## src/hw/rtl/bfdh_pkg.sv

```systemverilog
`default_nettype none

package bfdh_pkg;

    localparam int DEF_MAX_FILTER_BITS = 65536;
    // Probe positions are kept modulo 2^PROBE_W, enough for the largest filter.
    localparam int PROBE_W       = 26;
    localparam int MIN_SIZE_LOG2 = 6;
    localparam int MAX_PROBES    = 16;
    localparam int QUEUE_DEPTH   = 2;
    localparam int BIT_SEL_W     = 6;

    localparam int FP_W    = 64;
    localparam int WORD_W  = 64;
    localparam int WIDX_W  = 10;
    localparam int COUNT_W = 5;
    localparam int LOG2_W  = 5;

    localparam int S_TDATA_W = 144;
    localparam int S_TUSER_W = 2;
    localparam int M_TDATA_W = 72;
    localparam int S_PAD_W   = S_TDATA_W - FP_W - WIDX_W - WORD_W;
    localparam int M_PAD_W   = M_TDATA_W - WORD_W - 1;

    localparam int CFG_INDEX_W = 2;
    localparam int CFG_DATA_W  = 64;
    localparam logic [CFG_INDEX_W-1:0] CFG_HASH_COUNT = 2'd0;
    localparam logic [CFG_INDEX_W-1:0] CFG_HASH_SEED  = 2'd1;
    localparam logic [CFG_INDEX_W-1:0] CFG_SIZE_LOG2  = 2'd2;

    localparam logic [COUNT_W-1:0] HASH_COUNT_RESET = 5'd7;
    localparam logic [LOG2_W-1:0]  SIZE_LOG2_RESET  = 5'd16;

    localparam logic [63:0] C_GOLDEN = 64'h9E3779B97F4A7C15;
    localparam logic [63:0] C_MIX_A  = 64'hBF58476D1CE4E5B9;
    localparam logic [63:0] C_MIX_B  = 64'h94D049BB133111EB;
    localparam int SHIFT_A = 30;
    localparam int SHIFT_B = 27;
    localparam int SHIFT_C = 31;

    typedef enum logic [1:0] {
        REQ_INSERT = 2'd0,
        REQ_QUERY  = 2'd1,
        REQ_WRITE  = 2'd2,
        REQ_READ   = 2'd3
    } req_t;

    typedef struct packed {
        req_t                req;
        logic [PROBE_W-1:0]  h1;
        logic [PROBE_W-1:0]  h2;
        logic [WIDX_W-1:0]   word_index;
        logic [WORD_W-1:0]   word_data;
    } job_t;

    typedef struct packed {
        logic [COUNT_W-1:0] probe_count;
        logic [PROBE_W-1:0] index_mask;
    } probe_cfg_t;

    typedef enum logic [3:0] {
        F_IDLE,
        F_MIX30,
        F_MUL1_LO,
        F_MUL1_HI,
        F_MUL1_X,
        F_MIX27,
        F_MUL2_LO,
        F_MUL2_HI,
        F_MUL2_X,
        F_FINAL,
        F_PUSH
    } front_state_t;

    typedef enum logic [2:0] {
        B_CLEAR,
        B_IDLE,
        B_INS_RD,
        B_INS_WR,
        B_QRY,
        B_WORD_WR,
        B_WORD_RD,
        B_DONE
    } back_state_t;

endpackage

`default_nettype wire

```

## src/hw/rtl/bfdh_queue.sv

```systemverilog
`default_nettype none

module bfdh_queue (
    input  wire logic          clk,
    input  wire logic          rst_n,
    input  wire logic          push_valid,
    output logic               push_ready,
    input  wire bfdh_pkg::job_t push_job,
    output logic               pop_valid,
    input  wire logic          pop_ready,
    output bfdh_pkg::job_t     pop_job
);

    localparam int DEPTH = bfdh_pkg::QUEUE_DEPTH;
    localparam int PTR_W = (DEPTH > 1) ? $clog2(DEPTH) : 1;
    localparam int CNT_W = $clog2(DEPTH + 1);

    bfdh_pkg::job_t    slot_reg [DEPTH];
    logic [PTR_W-1:0]  wr_ptr_reg, wr_ptr_next;
    logic [PTR_W-1:0]  rd_ptr_reg, rd_ptr_next;
    logic [CNT_W-1:0]  cnt_reg, cnt_next;
    logic              push_fire, pop_fire;

    assign push_ready = (cnt_reg != CNT_W'(DEPTH));
    assign pop_valid  = (cnt_reg != '0);
    assign push_fire  = push_valid && push_ready;
    assign pop_fire   = pop_valid && pop_ready;
    assign pop_job    = slot_reg[rd_ptr_reg];

    always_comb
    begin
        wr_ptr_next = wr_ptr_reg;
        rd_ptr_next = rd_ptr_reg;
        cnt_next    = cnt_reg;
        if (push_fire)
        begin
            wr_ptr_next = (wr_ptr_reg == PTR_W'(DEPTH - 1)) ? '0 : wr_ptr_reg + 1'b1;
        end
        if (pop_fire)
        begin
            rd_ptr_next = (rd_ptr_reg == PTR_W'(DEPTH - 1)) ? '0 : rd_ptr_reg + 1'b1;
        end
        if (push_fire && !pop_fire)
        begin
            cnt_next = cnt_reg + 1'b1;
        end
        else if (pop_fire && !push_fire)
        begin
            cnt_next = cnt_reg - 1'b1;
        end
    end

    always_ff @(posedge clk or negedge rst_n)
    begin
        if (!rst_n)
        begin
            wr_ptr_reg <= '0;
            rd_ptr_reg <= '0;
            cnt_reg    <= '0;
        end
        else
        begin
            wr_ptr_reg <= wr_ptr_next;
            rd_ptr_reg <= rd_ptr_next;
            cnt_reg    <= cnt_next;
        end
    end

    always_ff @(posedge clk)
    begin
        if (push_fire)
        begin
            slot_reg[wr_ptr_reg] <= push_job;
        end
    end

endmodule

`default_nettype wire

```

## config.mk

```make
export PLATFORM = sky130hd
export DESIGN_NAME = bfdh_queue
export DESIGN_NICKNAME = d
export VERILOG_FILES = /design/src/hw/rtl/bfdh_pkg.sv /design/src/hw/rtl/bfdh_queue.sv
export SDC_FILE = /design/constraint.sdc
export NUM_CORES = 1
export LEC_CHECK = 0
export ABC_CLOCK_PERIOD_IN_PS = 8200
export BUFFER_PORTS_ARGS = -buffer_cell sky130_fd_sc_hd__clkbuf_2
export CORE_UTILIZATION = 24
export DETAILED_ROUTE_END_ITERATION = 12
export HOLD_SLACK_MARGIN = 0.1
export PLACE_DENSITY = 0.4
export SLEW_MARGIN = 15
export SYNTH_ARGS = -nofsm -noshare
export SYNTH_HDL_FRONTEND = slang
export SYNTH_SLANG_ARGS = --single-unit
```

## constraint.sdc

```tcl
create_clock -name clk -period 8.2 [get_ports clk]
set_input_delay 1.64 -clock clk [delete_from_list [all_inputs] [get_ports clk]]
set_output_delay 1.64 -clock clk [all_outputs]
set_load 0.05 [all_outputs]
```

=== Yosys cells after proc, flatten, opt, wreduce, memory -nomap -nowiden ===
Memory sizes are Yosys's and may differ from the RTL's.
Index checks and enable logic that the tools add are counted.

* Flip-flop bits (word level): 4
* RAM bits: 256
* Input port bits: 132
* Output and inout bits: 130
* Word-level logic and storage cells: 23
* Memories: 1

* $add $sub $neg: 4
* Eq/ne operators: 1
* Muxes and demuxes: 6
* Reductions and logical operators: 8

{| class="wikitable"
|+ Memory list
! memory !! words !! bits a word !! rd ports !! clocked after memory_dff !! wr ports !! RTL line !! RTL
|-
| slot_reg || 2 || 128 || 1 || 0 || 1 || bfdh_queue.sv:18 || <nowiki>bfdh_pkg::job_t slot_reg [DEPTH];</nowiki>
|}

{| class="wikitable"
|+ Operator list
! operator !! number
|-
| $logic_and 1x1->1 || 4
|-
| $mux 1 || 4
|-
| $mux 2 || 2
|-
| $reduce_bool 2->1 || 2
|-
| $add 1x1->1 const B || 2
|-
| $add 2x1->2 const B || 1
|-
| $logic_not 1->1 || 2
|-
| $ne 2x2->1 const B || 1
|-
| $sub 2x1->2 const B || 1
|}

=== Longest topological paths before layout ===
Gate-level depths: netlist of run 1.

* Word-level depth: 6
* Mapped depth: 7
* Mapped depth without buffers: 7

=== Least setup slack after synthesis of run 1 ===
Ideal clock, no wire load.

* Path kind: in2reg
* Start: in push_valid
* End: mem slot_reg[0][0] (netlist bit) (enable)
* Arrival: 7,072 ps
* Setup slack: 510 ps
* Stages: 2
* Cells stage by stage: nand2_1 > nor2_1

* Longest elaborated chain between the ends: 3

{| class="wikitable"
|+ RTL lines
! what !! RTL line !! RTL
|-
| start: declaration || bfdh_queue.sv:6 || <nowiki>input wire logic push_valid,</nowiki>
|-
| $logic_and 1x1->1 || bfdh_queue.sv:26 || <nowiki>assign push_fire = push_valid && push_ready;</nowiki>
|-
| $mux 1 || bfdh_queue.sv:71 || <nowiki>if (push_fire)</nowiki>
|-
| $mux 1 (implied by the code) || bfdh_queue.sv:73 || <nowiki>slot_reg[wr_ptr_reg] <= push_job;</nowiki>
|-
| end: declaration || bfdh_queue.sv:18 ||
|}

Every way passes these cells.

==> flow_summary.ini, run 1 <==
[yosys]
synthesis.area_um2 = 9470
ys_seq_elements = 260
synth-adder-area-share_pct = 0.132
synth-simple-area-share_pct = 0.357
synth-xor-area-share_pct = 0.462
ys_warn_count = 0
synthCells = 416
synthMuxAreaShare_pct = 15.2
synth_compound_area_share_pct = 0
syn_avg_cell_area_um2 = 22.8
seq_area_frac_synth_pct = 82.2
syn_nets = 549
synth_cell_types = 14
synth_top_family_by_area = multiplexers

[clock_tree]
cts-hold-fix-buffers = 0
htreeDepth = 1
cts_sinks = 260
clk_latency_ns = 0.54
clk_pin_slew_ns = 0.05
cts_buffer_depth = 3
cts_made_buffers = 29
cts_tree = done
cts_resized = 0
cts_setup_buffers = 0
cts_root_buffer = clkbuf_16

[setup_path]
crit_type = register to output pin
r2r-start = cnt_reg[0]
critPathMaxFanout = 67
critical_path_arrival_ns = 3.12
worstSetupStartpoint = rd_ptr_reg
r2r_slack_ns = 5.45
path_cells = buf_4 -> mux2_2 -> clkbuf_2
critical_path.slowest_cell = dfrtp_4
end_kind = output pin
startpoint_type = register
rr_worst_depth = 3
critPathCapture = pop_job[63]
required_ns = 6.56
slowest_delay_ns = 1.01
reg2reg_to = slot_reg[1][99]

[worst_hold_path]
hold_class = register to register

[global_route]
grtUsageTotal_pct = 10.1
grt_pass1_vias = 5465
grt_antenna_before_repair = 2
grt_max_degree = 93
grt_pass1_wl_mm = 31.7
grt_overflow = 0

[timing]
tightest_slew_ns = 1.05
period_share_pct = 58.1
hold_viol_final = 0
fin_crit_ns = 4.76
skew_ns = 0.0122
slew_viol_final = 0
clock.fmax_ghz = 0.210
maxSlewHeadroom_pct = 30.1
rsz0062_at_grt = no
fin_setup_tns_ns = 0
setup_viol = 0

[drt]
drt_iter0_drc = 134
detail-route-antenna-nets = 0
drt_wl_total_mm = 20.4
vias_per_cell = 3.90
dr_total_vias = 4814
drc = 0
drt_pass1_iterations = 4
post_drt_wl_per_cell_um = 16.5

[place]
place.gp.congestion = 0.706
place_inst = 1184
io_buffers = 261
place_area_um2 = 11300
hpwl_mm = 13.4

[floorplan]
start_util_pct = 24.4
core_area_um2 = 38800
die_area_um2 = 40300
die_h_um = 201
ios = 262
dieWidth_um = 201
placementRows = 72

[cells_and_area]
antennaDiodeCount = 0
layout.cells.non_filler = 1234
layout.nets = 831
largest_reg_flops = 256
drive_above_1_share_pct = 59.9
layout_commonest_cell = clkbuf_2
n_fill_cell = 3802
syn2layout_area_growth_pct = 28.4
layout_common_cells = clkbuf_2 (261), edfxtp_1 (256), mux2_2 (128)
fin_area_um2 = 12200

[pwr]
leakagePower_nw = 4.47
vdd_drop_max_v = 0.000224
powerDensity_nw_per_um2 = 422

[outcome]
status = finished, final reports clean

[run]
max-cap-violations = 0
## power by group
part	total, W	leakage [nW]	switching, W	internal (W)
registers	0.00195	2.42	0.000131	0.00182
clock network	0.00113	0.381	0.000482	0.000643
logic	0.00206	1.67	0.00152	0.000542
total	0.00514	4.47	0.00213	0.00300
## final cells by class
class                   instances  area [um2]  share of cell area [%]
inverters                       1        3.75                  0.0308
clock buffers                  39         763                    6.27
repair buffers                265        1370                    11.2
clock inverters                10        48.8                   0.401
well taps                     518         648                    5.33
multi-input cells             141        1540                    12.7
flip-flops and latches        260        7790                    64.0
## synth_stat cells, drive strengths merged
cell | instances | area, um2
edfxtp | 256 | 7690
mux2 | 128 | 1440
buf | 14 | 151
dfrtp | 4 | 100
xnor2 | 3 | 26.3
nand2 | 2 | 7.51
nor2 | 2 | 7.51
xor2 | 2 | 17.5
and3 | 1 | 6.26
ha | 1 | 12.5
inv | 1 | 3.75
nand2b | 1 | 6.26
or2 | 1 | 6.26
## how the worst min path moves through the flow
stage,end,depth (start not counted),from
finish,cnt_reg[1],1,cnt_reg[1]
global route,cnt_reg[1],1,cnt_reg[1]
CTS,cnt_reg[1],1,cnt_reg[1]
detailed placement,cnt_reg[1],1,cnt_reg[1]
global placement,cnt_reg[1],1,cnt_reg[1]
floorplan,cnt_reg[1],1,cnt_reg[1]
## through the flow
step	worst slack [ns]	utilization, %	hold slack [ns]	total power, W
after global placement	3.96	29.2	0.478	0.00405
after CTS	3.27	31.3	0.505	0.00524
after detailed placement	3.88	29.2	0.494	0.00408
after global routing	3.19	31.3	0.548	0.00538
after floorplan	0.510	-	0.456	0.00366
final	3.44	31.3	0.502	0.00514
## cell families (layout without fill, tap and decap cells)
family	count (synthesis)	in the layout
XOR/XNOR	5	5
adder cells (fa/ha/maj)	1	1
buffers and inverters	15	315
flip-flops	260	260
multiplexers	128	128
AND/OR/NAND/NOR	7	7
## metal layers
metal / routed length (um) / global-route usage, % / vias up
li1: - / - / 2225
met1: 8140 / 11.5 / 2394
met2: 10200 / 17.7 / 157
met3: 1490 / 3.69 / 34
met4: 551 / 2.97 / 4
met5: 22 / 0 / -
## worst max-delay path, delay by kind of cell (launching register included)
kind | cells | cell delay [ns]
buffers and inverters | 2 | 1.03
flip-flops | 1 | 1.01
multiplexers | 1 | 0.45
Power figures use the tool's default switching activity.
==> run 2, diff against run 1 <==
ABC_CLOCK_PERIOD_IN_PS = 4400   (was 8200)
clock period = 4.4 ns   (was 8.2 ns; I/O delays follow)
==> run 2 against run 1 <==
Combinational power up 90%. Clock power up 95%. First-iteration DRC count up 19%. Clock-buffer cell count unchanged. Critical path depth unchanged. Non-clock buffer count up 3. Critical path type unchanged. Critical endpoint is now pop_job[89]. Largest power group unchanged.
==> flow_summary.ini, run 2 (synthesis results as in run 1) <==
[cells_and_area]
layout_common_cells = clkbuf_2 (261), edfxtp_1 (256), mux2_2 (128)
drive_above_1_share_pct = 60.7
multi_input_area_um2 = 1540
fin_area_um2 = 12200
syn2layout_area_growth_pct = 29.3
layout.nets = 835
largest_reg_flops = 256
layout.cells.non_filler = 1240
seq_area_um2 = 7790
n_fill_cell = 3794
antennaDiodeCount = 0
layout_commonest_cell = clkbuf_2

[clock_tree]
cts_tree = done
cts_setup_buffers = 0
clk_pin_slew_ns = 0.05
htreeDepth = 1
cts_buffer_depth = 3
cts-hold-fix-buffers = 1
cts_sinks = 260
cts_made_buffers = 30
clk_latency_ns = 0.54
cts_root_buffer = clkbuf_16
cts_resized = 0

[place]
io_buffers = 261
pre_cts_ws_ns = 1.71
place_inst = 1187
place.gp.congestion = 0.733
place_area_um2 = 11400
hpwl_mm = 13.3

[setup_path]
critPathMaxFanout = 73
required_ns = 3.52
r2r-start = cnt_reg[0]
r2r_slack_ns = 2.24
startpoint_type = register
critical_path_arrival_ns = 2.37
end_kind = output pin
reg2reg_to = slot_reg[1][58]
crit_type = register to output pin
rr_worst_depth = 3

[floorplan]
die_area_um2 = 40300
core_area_um2 = 38800
start_util_pct = 24.4
placementRows = 72
die_h_um = 201
ios = 262
dieWidth_um = 201

[pwr]
vdd_drop_max_v = 0.000427
leakagePower_nw = 4.53
pwr-share-comb_pct = 40.4
swShare_pct = 41.2
power_frac_seq_pct = 36.8
powerDensity_nw_per_um2 = 790
p_clk_share_pct = 22.7
intPower_w = 0.00568
p_switching_w = 0.00399

[timing]
maxSlewHeadroom_pct = 33.5
hold_viol_final = 0
clock.fmax_ghz = 0.308
tightest_slew_ns = 0.997
period_share_pct = 73.8
skew_ns = 0.0158
rsz0062_at_grt = no
setup_viol = 0
fin_setup_tns_ns = 0
setup_slack_ns = 1.15
slew_viol_final = 0
fin_crit_ns = 3.25

[worst_hold_path]
hold_class = register to register
min_from = cnt_reg[1]
whs_endpoint = cnt_reg[1]
holdPathStages = 1

[global_route]
grt_overflow = 0
grt_antenna_before_repair = 1
grt_max_degree = 74
grt_pass1_vias = 5199
grt_pass1_wl_mm = 30.6
grtUsageTotal_pct = 9.71

[outcome]
status = finished, final reports clean

[run]
max-cap-violations = 0

[drt]
dr_total_vias = 4843
drt_iter0_drc = 159
post_drt_wl_per_cell_um = 16.1
drt_wl_total_mm = 19.9
detail-route-antenna-nets = 0
vias_per_cell = 3.91
drc = 0
drt_pass1_iterations = 4
## run 2: cell count changes in the layout (fill, tap and decap cells not counted), sizes merged
cell | before | now
dlygate4sd3 | 0 | 1
clkinvlp | 3 | 0
clkinv | 7 | 13
buf | 4 | 6
## run 2: worst max path at each step
| stage | start | end | slack (ns) | cells after the start |
|---|---|---|---|---|
| 2_1_floorplan | cnt_reg[0] | slot_reg[0][0] | 0.97 | 3 |
| 3_3_place_gp | rd_ptr_reg | pop_job[89] | 1.73 | 3 |
| 3_5_place_dp | rd_ptr_reg | pop_job[89] | 1.71 | 3 |
| 4_1_cts | rd_ptr_reg | pop_job[89] | 1.10 | 3 |
| 5_1_grt | rd_ptr_reg | pop_job[89] | 1.02 | 3 |
| 6_report | rd_ptr_reg | pop_job[89] | 1.15 | 3 |
## run 2: area by class of cell
type	instances	area share, %
multi-input cells	141	12.6
repair buffers	268	11.3
clock inverters	13	0.572
clock buffers	39	6.58
well taps	518	5.29
flip-flops and latches	260	63.6
inverters	1	0.0306
## run 2: stage by stage
step,utilization [%],power (W),hold slack [ns]
after global placement,29.3,0.00754,0.479
after floorplan,-,0.00675,0.456
after global routing,31.5,0.0101,0.471
after detailed placement,29.3,0.00758,0.488
final,31.5,0.00967,0.504
after CTS,31.5,0.00984,0.466
## run 2: power groups by stage
stage | clock network, W | registers, W | logic [W]
floorplan | 0 | 0.00355 | 0.00321
CTS | 0.00229 | 0.00357 | 0.00398
detailed placement | 0 | 0.00362 | 0.00397
global placement | 0 | 0.00361 | 0.00393
finish | 0.00220 | 0.00356 | 0.00391
global route | 0.00239 | 0.00362 | 0.00411
## run 2: routing by layer
layer  share of wire (%)  track usage, %  vias up
met4                 1.9            2.29        2
met3                 8.3            3.67       31
met2                  49            16.5      173
met1                  41            11.6     2398
met5               0.050               0        -
li1                    -               -     2239
## run 2: worst max-delay path, cell delays in order, from the launching register on
cell      delay (ns)
dfrtp_4         0.64
buf_12          0.37
mux2_2          0.42
clkbuf_2        0.24
