`src/hw/rtl/bfdh_pkg.sv`:
```
`default_nettype none

package bfdh_pkg;

    localparam int DEF_MAX_FILTER_BITS = 65536;
    // Probe positions are kept modulo 2^PROBE_W, enough for the largest filter.
    localparam int PROBE_W       = 26;
    localparam int MIN_SIZE_LOG2 = 6;
    localparam int MAX_PROBES    = 16;
    localparam int QUEUE_DEPTH   = 2;
    localparam int BIT_SEL_W     = 6;

    localparam int FP_W    = 64;
    localparam int WORD_W  = 64;
    localparam int WIDX_W  = 10;
    localparam int COUNT_W = 5;
    localparam int LOG2_W  = 5;

    localparam int S_TDATA_W = 144;
    localparam int S_TUSER_W = 2;
    localparam int M_TDATA_W = 72;
    localparam int S_PAD_W   = S_TDATA_W - FP_W - WIDX_W - WORD_W;
    localparam int M_PAD_W   = M_TDATA_W - WORD_W - 1;

    localparam int CFG_INDEX_W = 2;
    localparam int CFG_DATA_W  = 64;
    localparam logic [CFG_INDEX_W-1:0] CFG_HASH_COUNT = 2'd0;
    localparam logic [CFG_INDEX_W-1:0] CFG_HASH_SEED  = 2'd1;
    localparam logic [CFG_INDEX_W-1:0] CFG_SIZE_LOG2  = 2'd2;

    localparam logic [COUNT_W-1:0] HASH_COUNT_RESET = 5'd7;
    localparam logic [LOG2_W-1:0]  SIZE_LOG2_RESET  = 5'd16;

    localparam logic [63:0] C_GOLDEN = 64'h9E3779B97F4A7C15;
    localparam logic [63:0] C_MIX_A  = 64'hBF58476D1CE4E5B9;
    localparam logic [63:0] C_MIX_B  = 64'h94D049BB133111EB;
    localparam int SHIFT_A = 30;
    localparam int SHIFT_B = 27;
    localparam int SHIFT_C = 31;

    typedef enum logic [1:0] {
        REQ_INSERT = 2'd0,
        REQ_QUERY  = 2'd1,
        REQ_WRITE  = 2'd2,
        REQ_READ   = 2'd3
    } req_t;

    typedef struct packed {
        req_t                req;
        logic [PROBE_W-1:0]  h1;
        logic [PROBE_W-1:0]  h2;
        logic [WIDX_W-1:0]   word_index;
        logic [WORD_W-1:0]   word_data;
    } job_t;

    typedef struct packed {
        logic [COUNT_W-1:0] probe_count;
        logic [PROBE_W-1:0] index_mask;
    } probe_cfg_t;

    typedef enum logic [3:0] {
        F_IDLE,
        F_MIX30,
        F_MUL1_LO,
        F_MUL1_HI,
        F_MUL1_X,
        F_MIX27,
        F_MUL2_LO,
        F_MUL2_HI,
        F_MUL2_X,
        F_FINAL,
        F_PUSH
    } front_state_t;

    typedef enum logic [2:0] {
        B_CLEAR,
        B_IDLE,
        B_INS_RD,
        B_INS_WR,
        B_QRY,
        B_WORD_WR,
        B_WORD_RD,
        B_DONE
    } back_state_t;

endpackage

`default_nettype wire

```
`src/hw/rtl/bfdh_front.sv`:
```
`default_nettype none

// Takes requests and works out both hashes on one shared 32x32 multiplier.
// Each 64-bit product (low half) is built from three partial products.
module bfdh_front (
    input  wire logic                          clk,
    input  wire logic                          rst_n,
    input  wire logic                          enable,
    input  wire logic                          in_valid,
    output logic                               in_ready,
    input  wire bfdh_pkg::req_t                in_req,
    input  wire logic [bfdh_pkg::FP_W-1:0]     in_fp,
    input  wire logic [bfdh_pkg::WIDX_W-1:0]   in_widx,
    input  wire logic [bfdh_pkg::WORD_W-1:0]   in_wdata,
    input  wire logic [63:0]                   hash_seed,
    output logic                               push_valid,
    input  wire logic                          push_ready,
    output bfdh_pkg::job_t                     push_job
);

    localparam int PW = bfdh_pkg::PROBE_W;

    bfdh_pkg::front_state_t state_reg, state_next;
    logic                   round_reg, round_next;
    logic [63:0]            z_reg, z_next;
    logic [63:0]            acc_reg, acc_next;
    logic [PW-1:0]          h1_reg, h1_next;
    logic [PW-1:0]          h2_reg, h2_next;
    bfdh_pkg::req_t         req_reg, req_next;
    logic [bfdh_pkg::WIDX_W-1:0] widx_reg, widx_next;
    logic [bfdh_pkg::WORD_W-1:0] wdata_reg, wdata_next;

    logic [63:0] mix_k;
    logic [31:0] mul_a, mul_b;
    logic [63:0] prod;
    logic [31:0] upper_sum;
    logic [63:0] fin;
    logic        second_mul, hi_step, cross_step;

    assign second_mul = (state_reg == bfdh_pkg::F_MUL2_LO) || (state_reg == bfdh_pkg::F_MUL2_HI)
                        || (state_reg == bfdh_pkg::F_MUL2_X);
    assign hi_step    = (state_reg == bfdh_pkg::F_MUL1_HI) || (state_reg == bfdh_pkg::F_MUL2_HI);
    assign cross_step = (state_reg == bfdh_pkg::F_MUL1_X) || (state_reg == bfdh_pkg::F_MUL2_X);

    assign mix_k     = second_mul ? bfdh_pkg::C_MIX_B : bfdh_pkg::C_MIX_A;
    assign mul_a     = hi_step ? z_reg[63:32] : z_reg[31:0];
    assign mul_b     = cross_step ? mix_k[63:32] : mix_k[31:0];
    assign prod      = 64'(mul_a) * 64'(mul_b);
    assign upper_sum = acc_reg[63:32] + prod[31:0];
    assign fin       = z_reg ^ (z_reg >> bfdh_pkg::SHIFT_C);

    assign push_job.req        = req_reg;
    assign push_job.h1         = h1_reg;
    assign push_job.h2         = h2_reg;
    assign push_job.word_index = widx_reg;
    assign push_job.word_data  = wdata_reg;

    always_comb
    begin
        state_next = state_reg;
        round_next = round_reg;
        z_next     = z_reg;
        acc_next   = acc_reg;
        h1_next    = h1_reg;
        h2_next    = h2_reg;
        req_next   = req_reg;
        widx_next  = widx_reg;
        wdata_next = wdata_reg;
        in_ready   = 1'b0;
        push_valid = 1'b0;
        unique case (state_reg)
            bfdh_pkg::F_IDLE:
            begin
                in_ready = enable;
                if (in_valid && enable)
                begin
                    req_next   = in_req;
                    widx_next  = in_widx;
                    wdata_next = in_wdata;
                    z_next     = in_fp + bfdh_pkg::C_GOLDEN;
                    round_next = 1'b0;
                    if (in_req == bfdh_pkg::REQ_INSERT || in_req == bfdh_pkg::REQ_QUERY)
                    begin
                        state_next = bfdh_pkg::F_MIX30;
                    end
                    else
                    begin
                        state_next = bfdh_pkg::F_PUSH;
                    end
                end
            end
            bfdh_pkg::F_MIX30:
            begin
                z_next     = z_reg ^ (z_reg >> bfdh_pkg::SHIFT_A);
                state_next = bfdh_pkg::F_MUL1_LO;
            end
            bfdh_pkg::F_MUL1_LO:
            begin
                acc_next   = prod;
                state_next = bfdh_pkg::F_MUL1_HI;
            end
            bfdh_pkg::F_MUL1_HI:
            begin
                acc_next   = {upper_sum, acc_reg[31:0]};
                state_next = bfdh_pkg::F_MUL1_X;
            end
            bfdh_pkg::F_MUL1_X:
            begin
                z_next     = {upper_sum, acc_reg[31:0]};
                state_next = bfdh_pkg::F_MIX27;
            end
            bfdh_pkg::F_MIX27:
            begin
                z_next     = z_reg ^ (z_reg >> bfdh_pkg::SHIFT_B);
                state_next = bfdh_pkg::F_MUL2_LO;
            end
            bfdh_pkg::F_MUL2_LO:
            begin
                acc_next   = prod;
                state_next = bfdh_pkg::F_MUL2_HI;
            end
            bfdh_pkg::F_MUL2_HI:
            begin
                acc_next   = {upper_sum, acc_reg[31:0]};
                state_next = bfdh_pkg::F_MUL2_X;
            end
            bfdh_pkg::F_MUL2_X:
            begin
                z_next     = {upper_sum, acc_reg[31:0]};
                state_next = bfdh_pkg::F_FINAL;
            end
            bfdh_pkg::F_FINAL:
            begin
                if (!round_reg)
                begin
                    // The second hash starts from h1 xor seed.
                    h1_next    = fin[PW-1:0];
                    z_next     = (fin ^ hash_seed) + bfdh_pkg::C_GOLDEN;
                    round_next = 1'b1;
                    state_next = bfdh_pkg::F_MIX30;
                end
                else
                begin
                    h2_next    = fin[PW-1:0];
                    state_next = bfdh_pkg::F_PUSH;
                end
            end
            bfdh_pkg::F_PUSH:
            begin
                push_valid = 1'b1;
                if (push_ready)
                begin
                    state_next = bfdh_pkg::F_IDLE;
                end
            end
            default:
            begin
                state_next = bfdh_pkg::F_IDLE;
            end
        endcase
    end

    always_ff @(posedge clk or negedge rst_n)
    begin
        if (!rst_n)
        begin
            state_reg <= bfdh_pkg::F_IDLE;
            round_reg <= 1'b0;
        end
        else
        begin
            state_reg <= state_next;
            round_reg <= round_next;
        end
    end

    always_ff @(posedge clk)
    begin
        z_reg     <= z_next;
        acc_reg   <= acc_next;
        h1_reg    <= h1_next;
        h2_reg    <= h2_next;
        req_reg   <= req_next;
        widx_reg  <= widx_next;
        wdata_reg <= wdata_next;
    end

endmodule

`default_nettype wire

```
`config.mk`:
```
export PLATFORM = sky130hd
export DESIGN_NAME = bfdh_front
export DESIGN_NICKNAME = d
export VERILOG_FILES = /design/src/hw/rtl/bfdh_pkg.sv /design/src/hw/rtl/bfdh_front.sv
export SDC_FILE = /design/constraint.sdc
export NUM_CORES = 2
export LEC_CHECK = 0
export BUFFER_PORTS_ARGS = -buffer_cell sky130_fd_sc_hd__buf_4
export CORE_MARGIN = 3
export CORE_UTILIZATION = 40
export CTS_BUF_LIST = sky130_fd_sc_hd__clkbuf_2
export DETAILED_ROUTE_END_ITERATION = 8
export PLACE_DENSITY = 0.57
export RECOVER_POWER = 50
export SLEW_MARGIN = 25
export SYNTH_ARGS = -nofsm -noshare
export SYNTH_HDL_FRONTEND = slang
export SYNTH_SLANG_ARGS = --single-unit
```
`constraint.sdc`:
```
create_clock -name clk -period 10.8 [get_ports clk]
set_clock_uncertainty 0.15 [all_clocks]
set_input_delay 0 -clock clk [delete_from_list [all_inputs] [get_ports clk]]
set_output_delay 0 -clock clk [all_outputs]
set_load 0.03 [all_outputs]
```
# Word-level counts from Yosys, hierarchy flattened

Cells that the tools add are included.

Register bits: 261
Input bits: 209
Word-level logic and storage cells: 71

$add $sub $neg: 3
Multiply operators: 1
Eq/ne operators: 14
Mux-type cells: 16
Bitwise gates (word level): 6
Reduce and logical (&&, ||, !) cells: 21

Operators by type and width:

| kind                                                            | number |
|---|---|
| 64-bit case mux with 5 select lines                             | 1 |
| 64-bit adder, second input constant                             | 2 |
| 64-bit two-way mux                                              | 2 |
| 64-bit case mux with 2 select lines                             | 1 |
| 32-bit by 32-bit multiplier with 64-bit output                  | 1 |
| 32-bit two-way mux                                              | 2 |
| 64-bit by 33-bit XOR with 64-bit output                         | 1 |
| 64-bit by 34-bit XOR with 64-bit output                         | 1 |
| 64-bit by 37-bit XOR with 64-bit output                         | 1 |
| 64-bit XOR                                                      | 1 |
| 62-bit two-way mux                                              | 1 |
| 4-bit case mux with 11 select lines                             | 1 |
| 32-bit adder                                                    | 1 |
| 4-bit by 3-bit == test with 1-bit output, second input constant | 4 |
| 4-bit two-way mux                                               | 4 |
| 4-bit == test, second input constant                            | 3 |
| 2-bit AND reduction                                             | 6 |
| 4-bit by 2-bit == test with 1-bit output, second input constant | 2 |
| 2-bit inequality test, second input constant                    | 3 |
| 2-bit OR reduction                                              | 3 |
| 1-bit logical OR                                                | 5 |
| 5-bit nonzero test                                              | 1 |
| 4-bit by 1-bit == test with 1-bit output, second input constant | 1 |
| 4-bit logical NOT                                               | 1 |
| other kinds (8)                                                 | 12 |

# Longest topological paths before layout

Depth after elaboration: 8
Gate-level depth with buffers: 44
Mapped depth without buffers: 42

# Least setup slack after synthesis

Ideal clock, no wire load.

Path kind: register to register
Start point: register state_reg[3]
End point: register acc_reg[62], data pin
Library setup time: 0.260 ns
Arrival: 11.344 ns
Path slack: -0.954 ns
Stages on the path, launching flop included: 40
Clock period less this slack: 11.754 ns
Cell sequence: dfrtp_1 -> nor2b_1 -> and2_1 -> clkbuf_1 -> clkbuf_1 -> nand2_1 -> nand2_1 -> clkinv_1 -> nor3_1 -> inv_1 -> o21ai_0 -> fa_1 -> fa_1 -> inv_1 -> fa_1 -> fa_1 -> inv_1 -> fa_1 -> [... 4 more ...] -> clkbuf_1 -> and3_1 -> nand4_1 -> a211oi_1 -> nor3_1 -> and3_1 -> or2_2 -> xnor2_1 -> ha_1 -> nand2_1 -> nand2_1 -> a21o_1 -> a21oi_1 -> o21ai_0 -> o41ai_1 -> o21ai_0 -> xor2_1 -> mux2_2

Word-level cells in the longest chain between the ends: 8

RTL lines:

| element                                                     | RTL line                                             | RTL |
|---|---|---|
| start, declared                                             | bfdh_front.sv:23                                     | `bfdh_pkg::front_state_t state_reg, state_next;` |
| start signal, assigned                                      | bfdh_front.sv:167                                    | `state_reg <= bfdh_pkg::F_IDLE;` |
| start signal, assigned                                      | bfdh_front.sv:172                                    | `state_reg <= state_next;` |
| 4-bit by 3-bit == test with 1-bit output (on tied branches) | bfdh_front.sv:40, bfdh_front.sv:71, bfdh_front.sv:42 |  |
| 1-bit logical OR                                            | bfdh_front.sv:40                                     | `assign second_mul = (state_reg == bfdh_pkg::F_MUL2_LO) \|\| (state_reg == bfdh_pkg::F_MUL2_HI)` |
| 1-bit logical OR                                            | bfdh_front.sv:41                                     | `\|\| (state_reg == bfdh_pkg::F_MUL2_X);` |
| 62-bit two-way mux                                          | bfdh_front.sv:45                                     | `assign mix_k = second_mul ? bfdh_pkg::C_MIX_B : bfdh_pkg::C_MIX_A;` |
| 32-bit two-way mux                                          | bfdh_front.sv:47                                     | `assign mul_b = cross_step ? mix_k[63:32] : mix_k[31:0];` |
| 32-bit by 32-bit multiplier with 64-bit output              | bfdh_front.sv:48                                     | `assign prod = 64'(mul_a) * 64'(mul_b);` |
| 32-bit adder                                                | bfdh_front.sv:49                                     | `assign upper_sum = acc_reg[63:32] + prod[31:0];` |
| 64-bit case mux with 2 select lines *                       | bfdh_front.sv:71                                     | `unique case (state_reg)` |
| net acc_next[62]                                            | bfdh_front.sv:26                                     | `logic [63:0] acc_reg, acc_next;` |
| end signal, assigned                                        | bfdh_front.sv:180                                    | `acc_reg <= acc_next;` |
| end, declared                                               | bfdh_front.sv:26                                     |  |

Mark *: on every way through the listed nets, which the timed path passes. The rest lies on a longest branch. The select of a mux whose other input is x is not followed.
A chain may end at the register's enable or synchronous reset.

# Worst setup path after layout

Ends and elaborated chain as after synthesis.

==> summary.txt <==
Status = finished with violations
Failing checks = capacitance limit, slew limit
Initial DRC count = 3612
Worst Setup End Kind = register
Crit path DAT = 10.97 ns
CP max stage cell = fa_1
# rows = 122
Endpoints failing setup = 0
RSZ-0062 raised after global routing = no
Pins Over Slew Limit = 67
FF+latch count, synth = 261
Cell variety after synth = 104
Top Family by Delay on Critical Path = adder cells
GR peak layer = met2
NumNets Final = 6848
DIE AREA = 117000 um2
Crit Path Class = reg -> reg
R2R Setup Slk = 0.46 ns
Area of the core = 111000 um2
Hold Path Class = in -> reg
Most used cell, CP = fa_1
Worst Hold Endpoint = z_reg[9]$_DFFE_PP_
Synth Area per Inst = 9.94 um2
Antenna Nets Post-Route = 0
Synthesis warning total = 0
Worst r2r path cells = 39
Share of layout cells above drive strength 1 = 10.7%
Tightest Pin Transition = 2.37 ns
Max Freq = 96.7 MHz
TritonCTS Sinks = 261
Commonest cells after routing, fill and taps aside = inv_1 (926), fa_1 (821), dlygate4sd3_1 (470)
Die H = 342 um
Number of synthesized flops with an enable pin = 256
M3 GR Usage = 5.58%
Hold-critical path depth = 6
Setup_tns = 0 ns
Worst Setup Start Kind = register
Synth area leader = fa_1
Chip Width = 342 um
Final wirelength = 175000 um
Pin count of the biggest net entering global routing = 93
Tcrit/Tclk final = 95.8%
Post-Syn Area = 45300 um2
Avg Vias per Cell = 5.39
Reg2Reg Launch Point = state_reg[3]$_DFFE_PN0P_
Placer Congestion = 1.02
First-pass GRT wire length = 258000 um
Worst-skew pair later-pin latency = 1.07 ns
H-Tree Level Count = 2
Root buf cell = clkbuf_2
Post-Synthesis Cells = 4551
Met1 GRT Util = 40.1%
Clk buf depth = 3
Hpwl dp = 146000 um
TritonCTS clock tree = done
Worst endpoint required time = 11.43 ns
Main synth FF type = edfxtp_1
TritonRoute pass-1 iters = 5
Filler cells = 10700
Net Count, Synth = 5946
Area Growth Syn to Fin = 22.7%
Total CTS buffers = 60
Slowest stage delay, CP = 0.56 ns
R2r endpoint = acc_reg[62]$_DFFE_PP_
Max_cap viols = 2
I/O Buffers = 338
Total vias in the final route = 37600
DRC = 0
Min-delay src = hash_seed[9]
GRT Residual Overflow = 0
Synth top area cells = fa_1 (36%), edfxtp_1 (17%), ha_1 (10%), inv_1 (7.7%), nor2_1 (3.4%)
Initial core utilization = 40.6%
Yosys top cell area share = 36.3%
Post-DR wirelength/cell = 25.0 um
Number of post-CTS setup repair buffers = 0
Clock Pin Slew Worst Setup and Hold Paths = 0.14 ns
Vias in the first global route = 39600
GR met2 Demand/Resource = 48.3%
Io pins = 339
Ys async rst share = 1.92%
Initial antenna violation count = 7
CP bufs+invs = 8
Min Tclk post-route = 10.34 ns
Overall Global Routing Usage = 29.8%
Crit path max fanout = 11
Sequential cell area fraction in the yosys report = 17.3%
Most common cell after layout, fill and taps aside = inv_1
Slew HR = -57.7%
Hold Fails Final Rpt = 0
[stage by stage]
step	setup WS, ns	util [%]	area (um2)	hold WS (ns)	std cells
after floorplan	0.0931	-	45300	-0.446	4551
after detailed placement	0.0700	45.4	50600	-0.343	6408
final	0.457	49.8	55500	0.0936	6986
after global placement	0.0997	45.4	50600	-0.342	6408
after CTS	0.0585	50.1	55800	0.0000572	6972
after global routing	0.0160	49.8	55500	-0.00661	6986
[repair_timing]
action | in CTS | in global routing
hold endpoints to repair | 230 | 27
gates resized for setup | 1 | 38
pin swaps | 0 | 0
endpoints found under the setup margin | 2 | 21
hold buffers | 461 | 9
[cells in the mapped netlist, drive strengths merged, types with 9 or more instances]
| cell type | instances |
|---|---|
| a211oi | 16 |
| a21boi | 11 |
| a21o | 69 |
| a21oi | 214 |
| a221o | 40 |
| a22oi | 37 |
| a31oi | 24 |
| and2 | 48 |
| and3 | 14 |
| buf | 59 |
| clkbuf | 128 |
| clkinv | 11 |
| edfxtp | 256 |
| fa | 821 |
| ha | 365 |
| inv | 926 |
| mux2i | 38 |
| nand2 | 309 |
| nand2b | 22 |
| nand3 | 34 |
| nand4 | 22 |
| nor2 | 407 |
| nor2b | 21 |
| nor3 | 30 |
| o21a | 14 |
| o21ai | 135 |
| o21bai | 23 |
| o221ai | 36 |
| o22ai | 32 |
| o31ai | 9 |
| or2 | 11 |
| or3 | 9 |
| xnor2 | 120 |
| xnor3 | 23 |
| xor2 | 96 |
[routing by layer]
metal / part of all wire [%] / routed length (um)
met1: 40 / 70400
met4: 4.4 / 7750
met5: 0.034 / 59
met3: 8.6 / 15000
met2: 47 / 81500
[worst max path at each step]
stage / start / endpoint / slack, ns / depth (start not counted)
floorplan: state_reg[3]$_DFFE_PN0P_ / acc_reg[62]$_DFFE_PP_ / 0.09 / 39
global placement: state_reg[0]$_DFFE_PN0P_ / acc_reg[62]$_DFFE_PP_ / 0.1 / 37
detailed placement: state_reg[0]$_DFFE_PN0P_ / acc_reg[62]$_DFFE_PP_ / 0.07 / 37
CTS: state_reg[0]$_DFFE_PN0P_ / acc_reg[62]$_DFFE_PP_ / 0.06 / 37
global route: state_reg[3]$_DFFE_PN0P_ / acc_reg[62]$_DFFE_PP_ / 0.02 / 39
finish: state_reg[3]$_DFFE_PN0P_ / acc_reg[62]$_DFFE_PP_ / 0.46 / 39
[cell type report]
cell class	instances	area, um2	area share (%)
Sequential cell	261	7810	14.1
Clock buffer	87	435	0.784
Tap cell	1488	1860	3.35
Inverter	937	3520	6.34
Multi-Input combinational cell	3165	33400	60.1
Antenna cell	4	10.0	0.0180
Timing Repair Buffer	1028	8390	15.1
Clock inverter	16	126	0.228
[logic make-up after synthesis]
group | count (synthesis) | synth area share (%)
AO/OA/AOI/OAI | 726 | 10.7
other | 1 | 0.00829
adder cells (fa/ha/maj) | 1186 | 46.4
buffers and inverters | 1125 | 9.59
AND/OR/NAND/NOR | 965 | 9.38
multiplexers | 40 | 0.890
flip-flops | 261 | 17.3
XOR/XNOR | 247 | 5.75
[worst register-to-register path, delay by kind of cell, from the launching register on]
kind	cells	cell delay [ns]
fa+ha+maj	10	4.73
xor+xnor	2	0.23
compound gates	6	0.90
mux	1	0.28
flops	1	0.44
simple gates	12	2.43
buf+inv	8	0.90
Power is left out: the tool's default activity adds up to more than one toggle a clock period on the data nets, which glitch-free logic cannot reach.
